--- config.mk ---
export PLATFORM = sky130hd
export DESIGN_NAME = readout_seven_segment_display
export DESIGN_NICKNAME = d
export VERILOG_FILES = /design/src/rtl/rsd_pkg.sv /design/src/rtl/readout_seven_segment_display.sv /design/src/rtl/rsd_front.sv /design/src/rtl/rsd_queue.sv /design/src/rtl/rsd_back.sv
export SDC_FILE = /design/constraint.sdc
export NUM_CORES = 1
export LEC_CHECK = 0
export ABC_AREA = 0
export BUFFER_PORTS_ARGS = -buffer_cell sky130_fd_sc_hd__buf_2
export CORE_UTILIZATION = 45
export CTS_CLUSTER_DIAMETER = 100
export DETAILED_ROUTE_END_ITERATION = 7
export PLACE_DENSITY = 0.7
export SETUP_SLACK_MARGIN = 0.05
export SYNTH_ARGS = -nofsm -noshare
export SYNTH_HDL_FRONTEND = slang
export SYNTH_SLANG_ARGS = --single-unit
--- constraint.sdc ---
create_clock -name clock -period 6.31 [get_ports clock]
set_input_delay 0.9465 -clock clock [delete_from_list [all_inputs] [get_ports clock]]
set_output_delay 0.9465 -clock clock [all_outputs]
set_load 0.01 [all_outputs]
--- src/rtl/rsd_pkg.sv ---
package rsd_pkg;

   // default geometry of the readout
   localparam int DIGITS_PER_LINE_DEF = 6;
   localparam int LINE_COUNT_DEF      = 3;

   // widest line the command word can carry
   localparam int MAX_DIGITS = 8;
   localparam int COUNT_W    = 4;
   localparam int AXIS_W     = 2;
   localparam int SCAN_W     = 5;
   localparam int FLIP_W     = 3;

   // command queue between parser and display side
   localparam int QUEUE_DEPTH = 2;
   localparam int QPTR_W      = 1;

   // segment patterns
   localparam logic [7:0] SEG_MINUS = 8'h40;
   localparam logic [7:0] SEG_POINT = 8'h80;
   localparam logic [7:0] SEG_ERROR = 8'h79;
   localparam logic [7:0] SEG_BLANK = 8'h00;

   // character codes
   localparam logic [7:0] CHAR_ZERO   = 8'h30;
   localparam logic [7:0] CHAR_COLON  = 8'h3a;
   localparam logic [7:0] CHAR_MINUS  = 8'h2d;
   localparam logic [7:0] CHAR_AXIS_X = 8'h58;

   // digit that carries the decimal point
   localparam int POINT_DIGIT = 3;

   // glyphs for '0'..'9' and ':' (blank), entry 0 in the lowest byte
   localparam logic [10:0][7:0] GLYPHS = {
      8'h00, 8'h67, 8'h7f, 8'h07, 8'h7d, 8'h6d, 8'h66, 8'h4f, 8'h5b, 8'h06, 8'h3f
   };

   typedef logic [MAX_DIGITS-1:0][7:0] line_type;

   // one queued command: a scan tick or a line rebuild
   typedef struct packed {
      logic               tick;
      logic               minus;
      logic [AXIS_W-1:0]  axis;
      logic [COUNT_W-1:0] count;
      line_type           line;
   } cmd_type;

   // character to segment pattern
   function automatic logic [7:0] glyph_of(input logic [7:0] code);
      logic [7:0] ofs;
      ofs = code - CHAR_ZERO;
      if (code >= CHAR_ZERO && code <= CHAR_COLON) begin
         return GLYPHS[ofs[3:0]];
      end
      return SEG_ERROR;
   endfunction

endpackage

--- src/rtl/readout_seven_segment_display.sv ---
// Multiplexed seven-segment readout for LINE_COUNT axis lines of
// DIGITS_PER_LINE digits.
// req channel: one word per character or scan tick. tuser is the kind
// (0 character, 1 tick), tdata the character byte, tlast ends a message.
// A message is an axis letter X/Y/Z, optional colons, an optional minus and
// the characters; on tlast the axis line is rebuilt in the display store.
// rsp channel: one word per tick, tdata holds segments in bits 7:0 and the
// common index (axis * DIGITS_PER_LINE + position) in bits 12:8.
// csr channel: writes sign_flip (bit a inverts the sign of axis a); always
// ready, to be written only while the block is idle.
// Throughput: one req word per cycle while the command queue is not full.
// A tick's word enters the command queue, and from there the display stage
// reads the store into the output register.
// When rsp stalls the output word holds; ticks wait in the two-entry queue
// and req_tready drops once it is full.
// Reset clears the parser and scan position and fills every digit with a
// minus; sign_flip resets to zero.
module readout_seven_segment_display #(
   parameter int DIGITS_PER_LINE = rsd_pkg::DIGITS_PER_LINE_DEF,
   parameter int LINE_COUNT      = rsd_pkg::LINE_COUNT_DEF
) (
   input  logic        clock,
   input  logic        reset,
   input  logic        req_tvalid,
   output logic        req_tready,
   input  logic [7:0]  req_tdata,    // char_code
   input  logic        req_tuser,    // kind
   input  logic        req_tlast,    // last
   output logic        rsp_tvalid,
   input  logic        rsp_tready,
   output logic [15:0] rsp_tdata,    // segments [7:0], common_index [12:8], zero [15:13]
   input  logic        csr_valid,
   output logic        csr_ready,
   input  logic [2:0]  csr_data      // sign_flip
);

   logic                        accept;
   logic                        push, full, pop, empty;
   rsd_pkg::cmd_type            push_data, pop_data;
   logic [rsd_pkg::FLIP_W-1:0]  sign_flip_ff;
   logic [7:0]                  segments;
   logic [rsd_pkg::SCAN_W-1:0]  common_index;

   assign req_tready = !full;
   assign accept     = req_tvalid && req_tready;
   assign csr_ready  = 1'b1;

   // configuration register
   always_ff @(posedge clock) begin
      if (reset) begin
         sign_flip_ff <= '0;
      end else if (csr_valid && csr_ready) begin
         sign_flip_ff <= csr_data;
      end
   end

   rsd_front #(
      .DIGITS_PER_LINE(DIGITS_PER_LINE),
      .LINE_COUNT     (LINE_COUNT)
   ) u_front (
      .clock    (clock),
      .reset    (reset),
      .accept   (accept),
      .kind     (req_tuser),
      .char_code(req_tdata),
      .last     (req_tlast),
      .push     (push),
      .push_data(push_data)
   );

   rsd_queue u_queue (
      .clock    (clock),
      .reset    (reset),
      .push     (push),
      .push_data(push_data),
      .full     (full),
      .pop      (pop),
      .pop_data (pop_data),
      .empty    (empty)
   );

   rsd_back #(
      .DIGITS_PER_LINE(DIGITS_PER_LINE),
      .LINE_COUNT     (LINE_COUNT)
   ) u_back (
      .clock       (clock),
      .reset       (reset),
      .cmd_valid   (!empty),
      .cmd         (pop_data),
      .cmd_pop     (pop),
      .sign_flip   (sign_flip_ff),
      .out_valid   (rsp_tvalid),
      .out_ready   (rsp_tready),
      .out_segments(segments),
      .out_index   (common_index)
   );

   assign rsp_tdata = {3'b000, common_index, segments};

endmodule

--- src/rtl/rsd_front.sv ---
module rsd_front #(
   parameter int DIGITS_PER_LINE = rsd_pkg::DIGITS_PER_LINE_DEF,
   parameter int LINE_COUNT      = rsd_pkg::LINE_COUNT_DEF
) (
   input  logic             clock,
   input  logic             reset,
   input  logic             accept,
   input  logic             kind,
   input  logic [7:0]       char_code,
   input  logic             last,
   output logic             push,
   output rsd_pkg::cmd_type push_data
);

   typedef enum logic [3:0] {
      PH_AXIS   = 4'b0001,
      PH_PREFIX = 4'b0010,
      PH_CHARS  = 4'b0100,
      PH_SKIP   = 4'b1000
   } phase_type;

   phase_type                   phase_ff, phase_in, phase_mid;
   logic [rsd_pkg::AXIS_W-1:0]  axis_ff, axis_in;
   logic                        minus_ff, minus_in;
   logic [rsd_pkg::COUNT_W-1:0] count_ff, count_in;
   logic [7:0]                  stage_ff [DIGITS_PER_LINE];
   logic [7:0]                  stage_in [DIGITS_PER_LINE];
   logic                        do_push_char;
   logic                        axis_ok;
   logic                        rebuild;
   logic [7:0]                  axis_ofs;

   assign axis_ofs = char_code - rsd_pkg::CHAR_AXIS_X;
   assign axis_ok  = ({1'b0, char_code} >= {1'b0, rsd_pkg::CHAR_AXIS_X}) &&
                     ({1'b0, char_code} < 9'({1'b0, rsd_pkg::CHAR_AXIS_X} + 9'(LINE_COUNT)));

   // parser next state
   always_comb begin
      phase_mid    = phase_ff;
      axis_in      = axis_ff;
      minus_in     = minus_ff;
      count_in     = count_ff;
      do_push_char = 1'b0;
      for (int i = 0; i < DIGITS_PER_LINE; i++) begin
         stage_in[i] = stage_ff[i];
      end
      case (phase_ff)
         PH_AXIS: begin
            if (axis_ok) begin
               axis_in   = axis_ofs[rsd_pkg::AXIS_W-1:0];
               minus_in  = 1'b0;
               count_in  = '0;
               phase_mid = PH_PREFIX;
               for (int i = 0; i < DIGITS_PER_LINE; i++) begin
                  stage_in[i] = rsd_pkg::SEG_BLANK;
               end
            end else begin
               phase_mid = PH_SKIP;
            end
         end
         PH_PREFIX: begin
            if (char_code != rsd_pkg::CHAR_COLON) begin
               phase_mid = PH_CHARS;
               if (char_code == rsd_pkg::CHAR_MINUS) begin
                  minus_in = 1'b1;
               end else begin
                  do_push_char = 1'b1;
               end
            end
         end
         PH_CHARS: begin
            do_push_char = 1'b1;
         end
         default: begin
         end
      endcase
      // shift the new glyph in from the right
      if (do_push_char) begin
         for (int i = 0; i < DIGITS_PER_LINE - 1; i++) begin
            stage_in[i] = stage_ff[i + 1];
         end
         stage_in[DIGITS_PER_LINE-1] = rsd_pkg::glyph_of(char_code);
         if (count_ff < rsd_pkg::COUNT_W'(DIGITS_PER_LINE)) begin
            count_in = count_ff + 1'b1;
         end
      end
      rebuild  = last && (phase_mid == PH_PREFIX || phase_mid == PH_CHARS);
      phase_in = last ? PH_AXIS : phase_mid;
   end

   // command word for the display side
   always_comb begin
      push_data       = '0;
      push_data.tick  = kind;
      push_data.minus = minus_in;
      push_data.axis  = axis_in;
      push_data.count = count_in;
      for (int i = 0; i < DIGITS_PER_LINE; i++) begin
         push_data.line[i] = stage_in[i];
      end
   end

   assign push = accept && (kind || rebuild);

   // parser registers, ticks leave them untouched
   always_ff @(posedge clock) begin
      if (reset) begin
         phase_ff <= PH_AXIS;
         axis_ff  <= '0;
         minus_ff <= 1'b0;
         count_ff <= '0;
         for (int i = 0; i < DIGITS_PER_LINE; i++) begin
            stage_ff[i] <= rsd_pkg::SEG_BLANK;
         end
      end else if (accept && !kind) begin
         phase_ff <= phase_in;
         axis_ff  <= axis_in;
         minus_ff <= minus_in;
         count_ff <= count_in;
         for (int i = 0; i < DIGITS_PER_LINE; i++) begin
            stage_ff[i] <= stage_in[i];
         end
      end
   end

endmodule

--- src/rtl/rsd_queue.sv ---
module rsd_queue (
   input  logic             clock,
   input  logic             reset,
   input  logic             push,
   input  rsd_pkg::cmd_type push_data,
   output logic             full,
   input  logic             pop,
   output rsd_pkg::cmd_type pop_data,
   output logic             empty
);

   rsd_pkg::cmd_type           mem_ff [rsd_pkg::QUEUE_DEPTH];
   logic [rsd_pkg::QPTR_W-1:0] wr_ptr_ff, rd_ptr_ff;
   logic [rsd_pkg::QPTR_W:0]   count_ff;
   logic                       do_push, do_pop;

   assign full     = count_ff == (rsd_pkg::QPTR_W+1)'(rsd_pkg::QUEUE_DEPTH);
   assign empty    = count_ff == '0;
   assign do_push  = push && !full;
   assign do_pop   = pop && !empty;
   assign pop_data = mem_ff[rd_ptr_ff];

   // storage
   always_ff @(posedge clock) begin
      if (do_push) begin
         mem_ff[wr_ptr_ff] <= push_data;
      end
   end

   // pointers and fill level
   always_ff @(posedge clock) begin
      if (reset) begin
         wr_ptr_ff <= '0;
         rd_ptr_ff <= '0;
         count_ff  <= '0;
      end else begin
         if (do_push) begin
            wr_ptr_ff <= wr_ptr_ff + 1'b1;
         end
         if (do_pop) begin
            rd_ptr_ff <= rd_ptr_ff + 1'b1;
         end
         if (do_push && !do_pop) begin
            count_ff <= count_ff + 1'b1;
         end else if (do_pop && !do_push) begin
            count_ff <= count_ff - 1'b1;
         end
      end
   end

endmodule

--- src/rtl/rsd_back.sv ---
module rsd_back #(
   parameter int DIGITS_PER_LINE = rsd_pkg::DIGITS_PER_LINE_DEF,
   parameter int LINE_COUNT      = rsd_pkg::LINE_COUNT_DEF
) (
   input  logic                       clock,
   input  logic                       reset,
   input  logic                       cmd_valid,
   input  rsd_pkg::cmd_type           cmd,
   output logic                       cmd_pop,
   input  logic [rsd_pkg::FLIP_W-1:0] sign_flip,
   output logic                       out_valid,
   input  logic                       out_ready,
   output logic [7:0]                 out_segments,
   output logic [rsd_pkg::SCAN_W-1:0] out_index
);

   localparam int TOTAL_DIGITS = DIGITS_PER_LINE * LINE_COUNT;
   localparam int IDX_W        = (TOTAL_DIGITS > 1) ? $clog2(TOTAL_DIGITS) : 1;

   logic [7:0]       store_ff [TOTAL_DIGITS];
   logic [IDX_W-1:0] scan_ff;
   logic             valid_ff;
   logic [7:0]       seg_ff;
   logic [IDX_W-1:0] idx_ff;
   logic [7:0]       new_line [DIGITS_PER_LINE];
   logic [3:0]       flip_ext;
   logic             negative;
   logic             tick_go, rebuild_go;

   assign tick_go    = cmd_valid && cmd.tick && (!valid_ff || out_ready);
   assign rebuild_go = cmd_valid && !cmd.tick;
   assign cmd_pop    = tick_go || rebuild_go;

   // sign after the per-axis flip, axis three has no flip bit
   assign flip_ext = {1'b0, sign_flip};
   assign negative = cmd.minus != flip_ext[cmd.axis];

   // rebuilt line: digits right-aligned, point, then sign left of the digits
   always_comb begin
      for (int i = 0; i < DIGITS_PER_LINE; i++) begin
         new_line[i] = rsd_pkg::SEG_BLANK;
         if ((5'(i) + 5'(cmd.count)) >= 5'(DIGITS_PER_LINE)) begin
            new_line[i] = cmd.line[i];
         end
         if (i == rsd_pkg::POINT_DIGIT) begin
            new_line[i] = new_line[i] | rsd_pkg::SEG_POINT;
         end
         if ((5'(i) + 5'(cmd.count)) == 5'(DIGITS_PER_LINE - 1)) begin
            new_line[i] = negative ? rsd_pkg::SEG_MINUS : rsd_pkg::SEG_BLANK;
         end
      end
   end

   // display store
   always_ff @(posedge clock) begin
      for (int e = 0; e < TOTAL_DIGITS; e++) begin
         if (reset) begin
            store_ff[e] <= rsd_pkg::SEG_MINUS;
         end else if (rebuild_go && cmd.axis == rsd_pkg::AXIS_W'(e / DIGITS_PER_LINE)) begin
            store_ff[e] <= new_line[e % DIGITS_PER_LINE];
         end
      end
   end

   // scan position
   always_ff @(posedge clock) begin
      if (reset) begin
         scan_ff <= '0;
      end else if (tick_go) begin
         if (scan_ff == IDX_W'(TOTAL_DIGITS - 1)) begin
            scan_ff <= '0;
         end else begin
            scan_ff <= scan_ff + 1'b1;
         end
      end
   end

   // output register
   always_ff @(posedge clock) begin
      if (reset) begin
         valid_ff <= 1'b0;
      end else if (tick_go) begin
         valid_ff <= 1'b1;
      end else if (out_ready) begin
         valid_ff <= 1'b0;
      end
   end

   always_ff @(posedge clock) begin
      if (tick_go) begin
         seg_ff <= store_ff[scan_ff];
         idx_ff <= scan_ff;
      end
   end

   assign out_valid    = valid_ff;
   assign out_segments = seg_ff;
   assign out_index    = rsd_pkg::SCAN_W'(idx_ff);

endmodule

# Word-level counts from Yosys, hierarchy flattened
# Memory sizes are Yosys's and may differ from the RTL's. A register that Yosys moved wholly into a read port is not among the register bits.
# Cells that the tools add are included.
totals:
  reg_bits: 29
  ram_bits: 304
  mem_bits_ro: 128
  in_bits: 18
  out_inout_bits: 19
  elab_cells: 201
  mem_count: 4
mem_list:
  columns: ["name", "depth", "width", "read_ports", "rd_clocked_by_memory_dff", "wr", "line", "rtl"]
  rows:
  - ["u_back.store_ff", 18, 8, 1, 1, 18, "rsd_back.sv:20", "logic [7:0] store_ff [TOTAL_DIGITS];"]
  - ["(no name shown)", 16, 8, 1, 0, 0, "rsd_pkg.sv:54", "return GLYPHS[ofs[3:0]];"]
  - ["u_queue.mem_ff", 2, 56, 1, 1, 1, "rsd_queue.sv:12", "rsd_pkg::cmd_type mem_ff [rsd_pkg::QUEUE_DEPTH];"]
  - ["u_front.stage_ff", 6, 8, 6, 0, 6, "rsd_front.sv:26", "logic [7:0] stage_ff [DIGITS_PER_LINE];"]
op_classes:
  addsub: 13
  n_lt_le_gt_ge: 13
  eq_ne: 18
  muxes: 87
  bitwise: 24
  n_reduce_logical: 31
ops:
  columns: ["op", "count"]
  rows:
  - ["8-bit two-way mux", 38]
  - ["48-bit two-way mux", 3]
  - ["1-bit two-way mux", 28]
  - ["4-bit two-way mux", 7]
  - ["5-bit by 3-bit equality test with 1-bit output (second input constant)", 5]
  - ["5-bit by 3-bit >= comparator with 1-bit output (second input constant)", 5]
  - ["1-bit bitwise OR", 24]
  - ["1-bit logical AND", 16]
  - ["7-bit two-way mux", 2]
  - ["4-bit by 3-bit equality test with 1-bit output (second input constant)", 3]
  - ["2-bit by 4-bit adder with 5-bit output (first input constant)", 2]
  - ["3-bit by 4-bit adder with 5-bit output (first input constant)", 2]
  - ["4-bit by 2-bit equality test with 1-bit output (second input constant)", 2]
  - ["8-bit by 6-bit equality test with 1-bit output (second input constant)", 1]
  - ["8-bit by 6-bit >= comparator with 1-bit output (second input constant)", 1]
  - ["8-bit by 7-bit >= comparator with 1-bit output (second input constant)", 1]
  - ["8-bit by 6-bit less-or-equal comparator with 1-bit output (second input constant)", 1]
  - ["8-bit by 7-bit < comparator with 1-bit output (second input constant)", 1]
  - ["2-bit two-way mux", 4]
  - ["8-bit by 6-bit inequality test with 1-bit output (second input constant)", 1]
  - ["4-bit one-hot mux with 2 select lines", 1]
  - ["1-bit logical NOT", 7]
  - ["1-bit by 4-bit adder with 5-bit output (first input constant)", 1]
  - ["5-bit by 1-bit adder with 5-bit output (second input constant)", 1]
  - ["20 further kinds", 29]

# Logic depth before layout (Yosys ltp)
depth:
  word_depth: 14
  mapped_depth: 9
  mapped_depth_nobuf: 9

# Hierarchy
# From an unflattened synthesis, not the netlist that was laid out.
unflattened:
  hier_cells: 1222
  area_unflattened_um2: 16970.0
by_module_without_submodules:
  columns: ["mod", "instances", "cells_per_inst", "area_each_um2"]
  rows:
  - ["rsd_back", 1, 559, 7945.1]
  - ["rsd_queue", 1, 249, 5397.7]
  - ["rsd_front", 1, 396, 3474.6]
  - ["readout_seven_segment_display", 1, 18, 152.6]

# Least setup slack after synthesis
# OpenSTA, ideal clock, no wires.
synth_timing:
  kind: "input to register"
  startpoint: "input port req_tdata[0]"
  endpoint: "memory u_queue.mem_ff[0][0] (netlist bit) (enable)"
  setup_time_ps: 474
  arrival_ps: 4657
  setup_slack_ps: 1178
  cell_stages: 6
  n_path_buf: 0
  path_cell_list: "ha_1 nor4b_1 nand4_1 a21boi_0 o211a_1 nor2b_1"
synth_via:
  elab_chain_len: 12
synth_lines:
  columns: ["item", "line", "rtl"]
  rows:
  - ["start: declaration", "readout_seven_segment_display.sv:26", "input logic [7:0] req_tdata,"]
  - ["8-bit by 7-bit >= comparator with 1-bit output / 8-bit by 7-bit < comparator with 1-bit output (equally long branches)", "rsd_front.sv:34, rsd_front.sv:35", null]
  - ["1-bit logical AND", "rsd_front.sv:34", "assign axis_ok = ({1'b0, char_code} >= {1'b0, rsd_pkg::CHAR_AXIS_X}) &&"]
  - ["4-bit two-way mux", "rsd_front.sv:49", "if (axis_ok) begin"]
  - ["4-bit one-hot mux with 2 select lines (*)", "rsd_front.sv:47", "case (phase_ff)"]
  - ["4-bit by 2-bit equality test with 1-bit output / 4-bit by 3-bit equality test with 1-bit output (equally long branches)", "rsd_front.sv:87", "rebuild = last && (phase_mid == PH_PREFIX || phase_mid == PH_CHARS);"]
  - ["1-bit logical OR (*)", "rsd_front.sv:87", null]
  - ["1-bit logical AND (*)", "rsd_front.sv:87", null]
  - ["1-bit logical OR (*)", "rsd_front.sv:103", "assign push = accept && (kind || rebuild);"]
  - ["1-bit logical AND (*)", "rsd_front.sv:103", null]
  - ["1-bit logical AND (*)", "rsd_queue.sv:19", "assign do_push = push && !full;"]
  - ["net u_queue.do_push", "rsd_queue.sv:15", "logic do_push, do_pop;"]
  - ["1-bit two-way mux (*)", "rsd_queue.sv:25", "if (do_push) begin"]
  - ["1-bit two-way mux (not written as such) (*)", "rsd_queue.sv:26", "mem_ff[wr_ptr_ff] <= push_data;"]
  - ["end: declaration", "rsd_queue.sv:12", null]
# The timed path passes the listed nets; every way through them passes the cells marked *.

# Worst setup path in the final report
layout_timing:
  startpoint: "input port req_tdata[1]"
  endpoint: "memory u_queue.mem_ff[0][2] (netlist bit) (enable)"
# Same word-level chain as after synthesis.

==> metrics.log <==
[metrics] worst-path maximum fanout: 63
[metrics] number of antenna-violating nets in the routed design: 0
[metrics] final weighted congestion in routability-driven placement: a little under 0.9
[metrics] Initial Utilization: 0.456
[metrics] number of enable-type register cells in the synthesized netlist: about 320
[metrics] summed area of non-filler cells in the final layout: about 17000 um^2
[metrics] Crit. End Element: flip-flop
[metrics] top-level I/O count: 37
[metrics] maximum VDD drop: between 200 and 250 uV
[metrics] maximum number of pins on one net before global-route repair: 64
[metrics] slew at the pin closest to its max-slew limit: 1.18 ns
[metrics] CTS clock-pin slew for the worst setup and hold paths: 0.06 ns
[metrics] total leakage power: 5.91 nW
[metrics] Clock Tree Root: clkbuf_16
[metrics] proportion of synthesized chip area in sequential cells: 0.654
[metrics] die height: between 150 and 200 um
[metrics] Inserted Clock Buffers: 36
[metrics] number of setup violations in the final report: 0
[metrics] number of diodes: 0
[metrics] total instance count after detailed placement: 1567
[metrics] synthesis-stage register bit count: between 300 and 400
[metrics] flip-flop cell with the highest count after synthesis: edfxtp_1
[metrics] net switching power figure: ~1.7 mW
[metrics] DP Wirelength: just over 20000 um
[metrics] placeable core region: 33400 um^2
[metrics] buffers inserted by post-CTS timing repair: 0
[metrics] Reg area: between 9000 and 10000 um^2
[metrics] data required time of the critical path: about 6.5 ns
[metrics] number of global-route vias before repair: slightly below 9000
[metrics] Post-Synthesis Mean Instance Area: 13.5 um^2
[metrics] cts hold-fix bufs: 0
[metrics] share of final-layout standard cells stronger than drive strength 1: 0.162
[metrics] final non-filler cell total: between 1500 and 2000
[metrics] clock network latency to the later pin of the worst-skew pair: approximately 0.50 ns
[metrics] total wirelength of the detailed-routed design: just over 30000 um
[metrics] fraction of power consumed by the clock network: 0.343
[metrics] share of synthesized registers carrying an async set or reset: 0
[metrics] Final Hold Violating Endpoints: 0
[metrics] type of the tightest min-delay check: flip-flop to flip-flop
[metrics] length of the first detailed-routing pass in iterations: 5
[metrics] area used by multi-input combinational logic: about 5000 um^2
[metrics] Placement Cell Area: between 15000 and 20000 um^2
[metrics] worst clock skew on the final layout: roughly 0.0086 ns
[metrics] library cells used by synthesis: 69
[metrics] number of sinks on the clock net: 340
[metrics] top library cells by usage in the layout, fill and taps aside: 315 x edfxtp_1, 162 x nor2_1, 122 x nand2_1
[metrics] wire length of the first global-routing pass: around 48000 um
[metrics] Sequential Power Share: 0.459
[metrics] Vias per Instance: roughly 5.6
[metrics] die area: 34600 um^2
[metrics] crit start category: primary input
[metrics] Fmax: 262 MHz
[metrics] via count: a little over 9000
[metrics] result of the run: complete, no violations
[metrics] area growth from synthesis to layout: 11.5%
[metrics] remaining global-route overflow: 0
[metrics] max-cap check violation count: 0
[metrics] Final min period: around 3.8 ns
[metrics] setup repair after global routing missed its margin: no
[metrics] sequence of cells on the critical path: buf_2, ha_1, nor4b_1, nand4_1, buf_4, a21boi_0, o211a_1, nor2b_4, buf_4
[metrics] Final period util: 0.604
[metrics] most common library cell in the layout ignoring fill and taps: edfxtp_1
[metrics] maximum clock path buffer count: 3
[metrics] Util after Layout: 0.508
[metrics] Net Sw Frac: 0.273
[metrics] wire length per cell after detailed routing: 18.8 um
[metrics] worst setup path class: primary input to flip-flop
[metrics] all-layer global routing usage: 0.183
[metrics] number of nets in the final layout: 1197
[metrics] CTS tree: done
[metrics] total number of yosys warnings: 0
[metrics] total power per unit cell area: approximately 360 nW/um^2
[metrics] cell count after synthesis: 1132
[metrics] internal power component: 4.46 mW
[metrics] number of antenna violations at the first check in global routing: 0
[metrics] Max Slew Vio Count: 0
[metrics] number of I/O port buffers: 32
[metrics] DRC Markers: 0
[metrics] Core Rows: 67
[metrics] count of H-tree levels built during CTS: 2
[metrics] slowest cell delay on critical path: 0.68 ns
[metrics] Worst slew margin: 0.213
[metrics] Combinational Power Share: 0.199
[metrics] initial drt markers: roughly 970
[metrics] count of filler cells inserted in the layout: between 2000 and 3000
[metrics] final sum of negative setup slack: 0 ns
[metrics] master of the slowest instance on the critical path: nor2b_4
[metrics] number of gates given a new drive strength after cts: 0
[metrics] WP data arrival: slightly below 4 ns
[metrics] cell seen most often among critical-path stages: buf_4
[metrics] die width: ~190 um
[metrics] Cell Area, Synth: about 15000 um^2
==> final cells by class <==
cell class / count / share of cell area
Sequential cell: 340 / 0.587
Multi-Input combinational cell: 718 / 0.293
Clock buffer: 45 / 0.0575
Tap cell: 448 / 0.0330
Timing Repair Buffer: 47 / 0.0161
Clock inverter: 18 / 0.0113
Inverter: 14 / 0.00309
==> metrics by stage <==
step                      hold slack (ns)  total power, mW  worst slack [ns]
after global placement              0.463             4.05              2.06
after global routing                0.509             6.38              2.32
after detailed placement            0.470             4.08              1.96
final                               0.480             6.14              2.50
after CTS                           0.478             6.17              2.49
after floorplan                     0.406             3.75              1.18
==> final timing paths <==
| check | from | end | slack [ns] | depth (start not counted) |
|---|---|---|---|---|
| hold / removal | u_front.axis_ff[0] | u_front.axis_ff[0] | 0.48 | 2 |
| setup / recovery | req_tdata[1] | u_queue.mem_ff[0][2] | 2.50 | 9 |
| hold reg to reg | u_front.axis_ff[0] | u_front.axis_ff[0] | 0.48 | 2 |
| setup reg to reg | flip-flop | u_back.store_ff[17][3] | 2.72 | 6 |
==> sequential cells by signal, indices dropped and copies added, names as in the netlist, named ones only <==
| register | count |
|---|---|
| u_front.stage_ff | 48 |
| u_back.out_segments | 8 |
| u_back.store_ff | 144 |
| u_queue.rd_ptr_ff | 1 |
| u_queue.mem_ff | 110 |
| sign_flip_ff | 3 |
| u_back.out_index | 5 |
| u_front.count_ff | 4 |
| u_front.phase_ff | 4 |
| u_queue.wr_ptr_ff | 1 |
| u_front.minus_ff | 1 |
| u_queue.count_ff | 2 |
| u_back.scan_ff | 5 |
| u_back.out_valid | 1 |
| u_front.axis_ff | 2 |
==> cells by family (layout without fill, tap and decap cells) <==
group,Yosys count,count (layout),share of synthesized area
simple gates,417,417,0.122
flops,340,340,0.654
compound gates,153,153,0.0679
mux,110,110,0.108
buf+inv,76,124,0.0233
fa+ha+maj,22,22,0.0181
xor+xnor,12,12,0.00690
other cells,2,4,0.000493
==> metal layers <==
layer / up-vias / GRT usage / routed length (um) / share of wire
li1: 4261 / - / - / -
met2: 287 / 0.281 / 14100 / 0.46
met5: - / 0 / 0 / 0
met1: 4522 / 0.275 / 14200 / 0.46
met3: 40 / 0.0247 / 1850 / 0.060
met4: 0 / 0.0452 / 512 / 0.017
==> critical path, delay by kind of cell <==
kind | cells | cell delay [ns]
AO/OA/AOI/OAI | 2 | 0.53
AND/OR/NAND/NOR | 3 | 1.25
buffers and inverters | 3 | 0.98
adder cells (fa/ha/maj) | 1 | 0.23
==> power groups by stage <==
| stage | Clock, mW | Sequential [mW] | Combinational (mW) |
|---|---|---|---|
| final | 2.10 | 2.82 | 1.22 |
| after global routing | 2.21 | 2.84 | 1.33 |
| after CTS | 2.12 | 2.82 | 1.23 |
| after detailed placement | 0 | 2.86 | 1.22 |
| after global placement | 0 | 2.85 | 1.20 |
| after floorplan | 0 | 2.86 | 0.886 |
==> synthesized netlist by cell type (17+ instances only) <==
cell type,n,area share
a21oi_1,64,0.021
buf_2,17,0.0056
clkbuf_1,25,0.0062
dfxtp_1,25,0.033
edfxtp_1,315,0.62
ha_1,22,0.018
mux2i_1,51,0.033
mux4_2,40,0.059
nand2_1,122,0.030
nand3_1,66,0.022
nor2_1,163,0.040
Note: power is estimated with default switching activity, not from simulation.
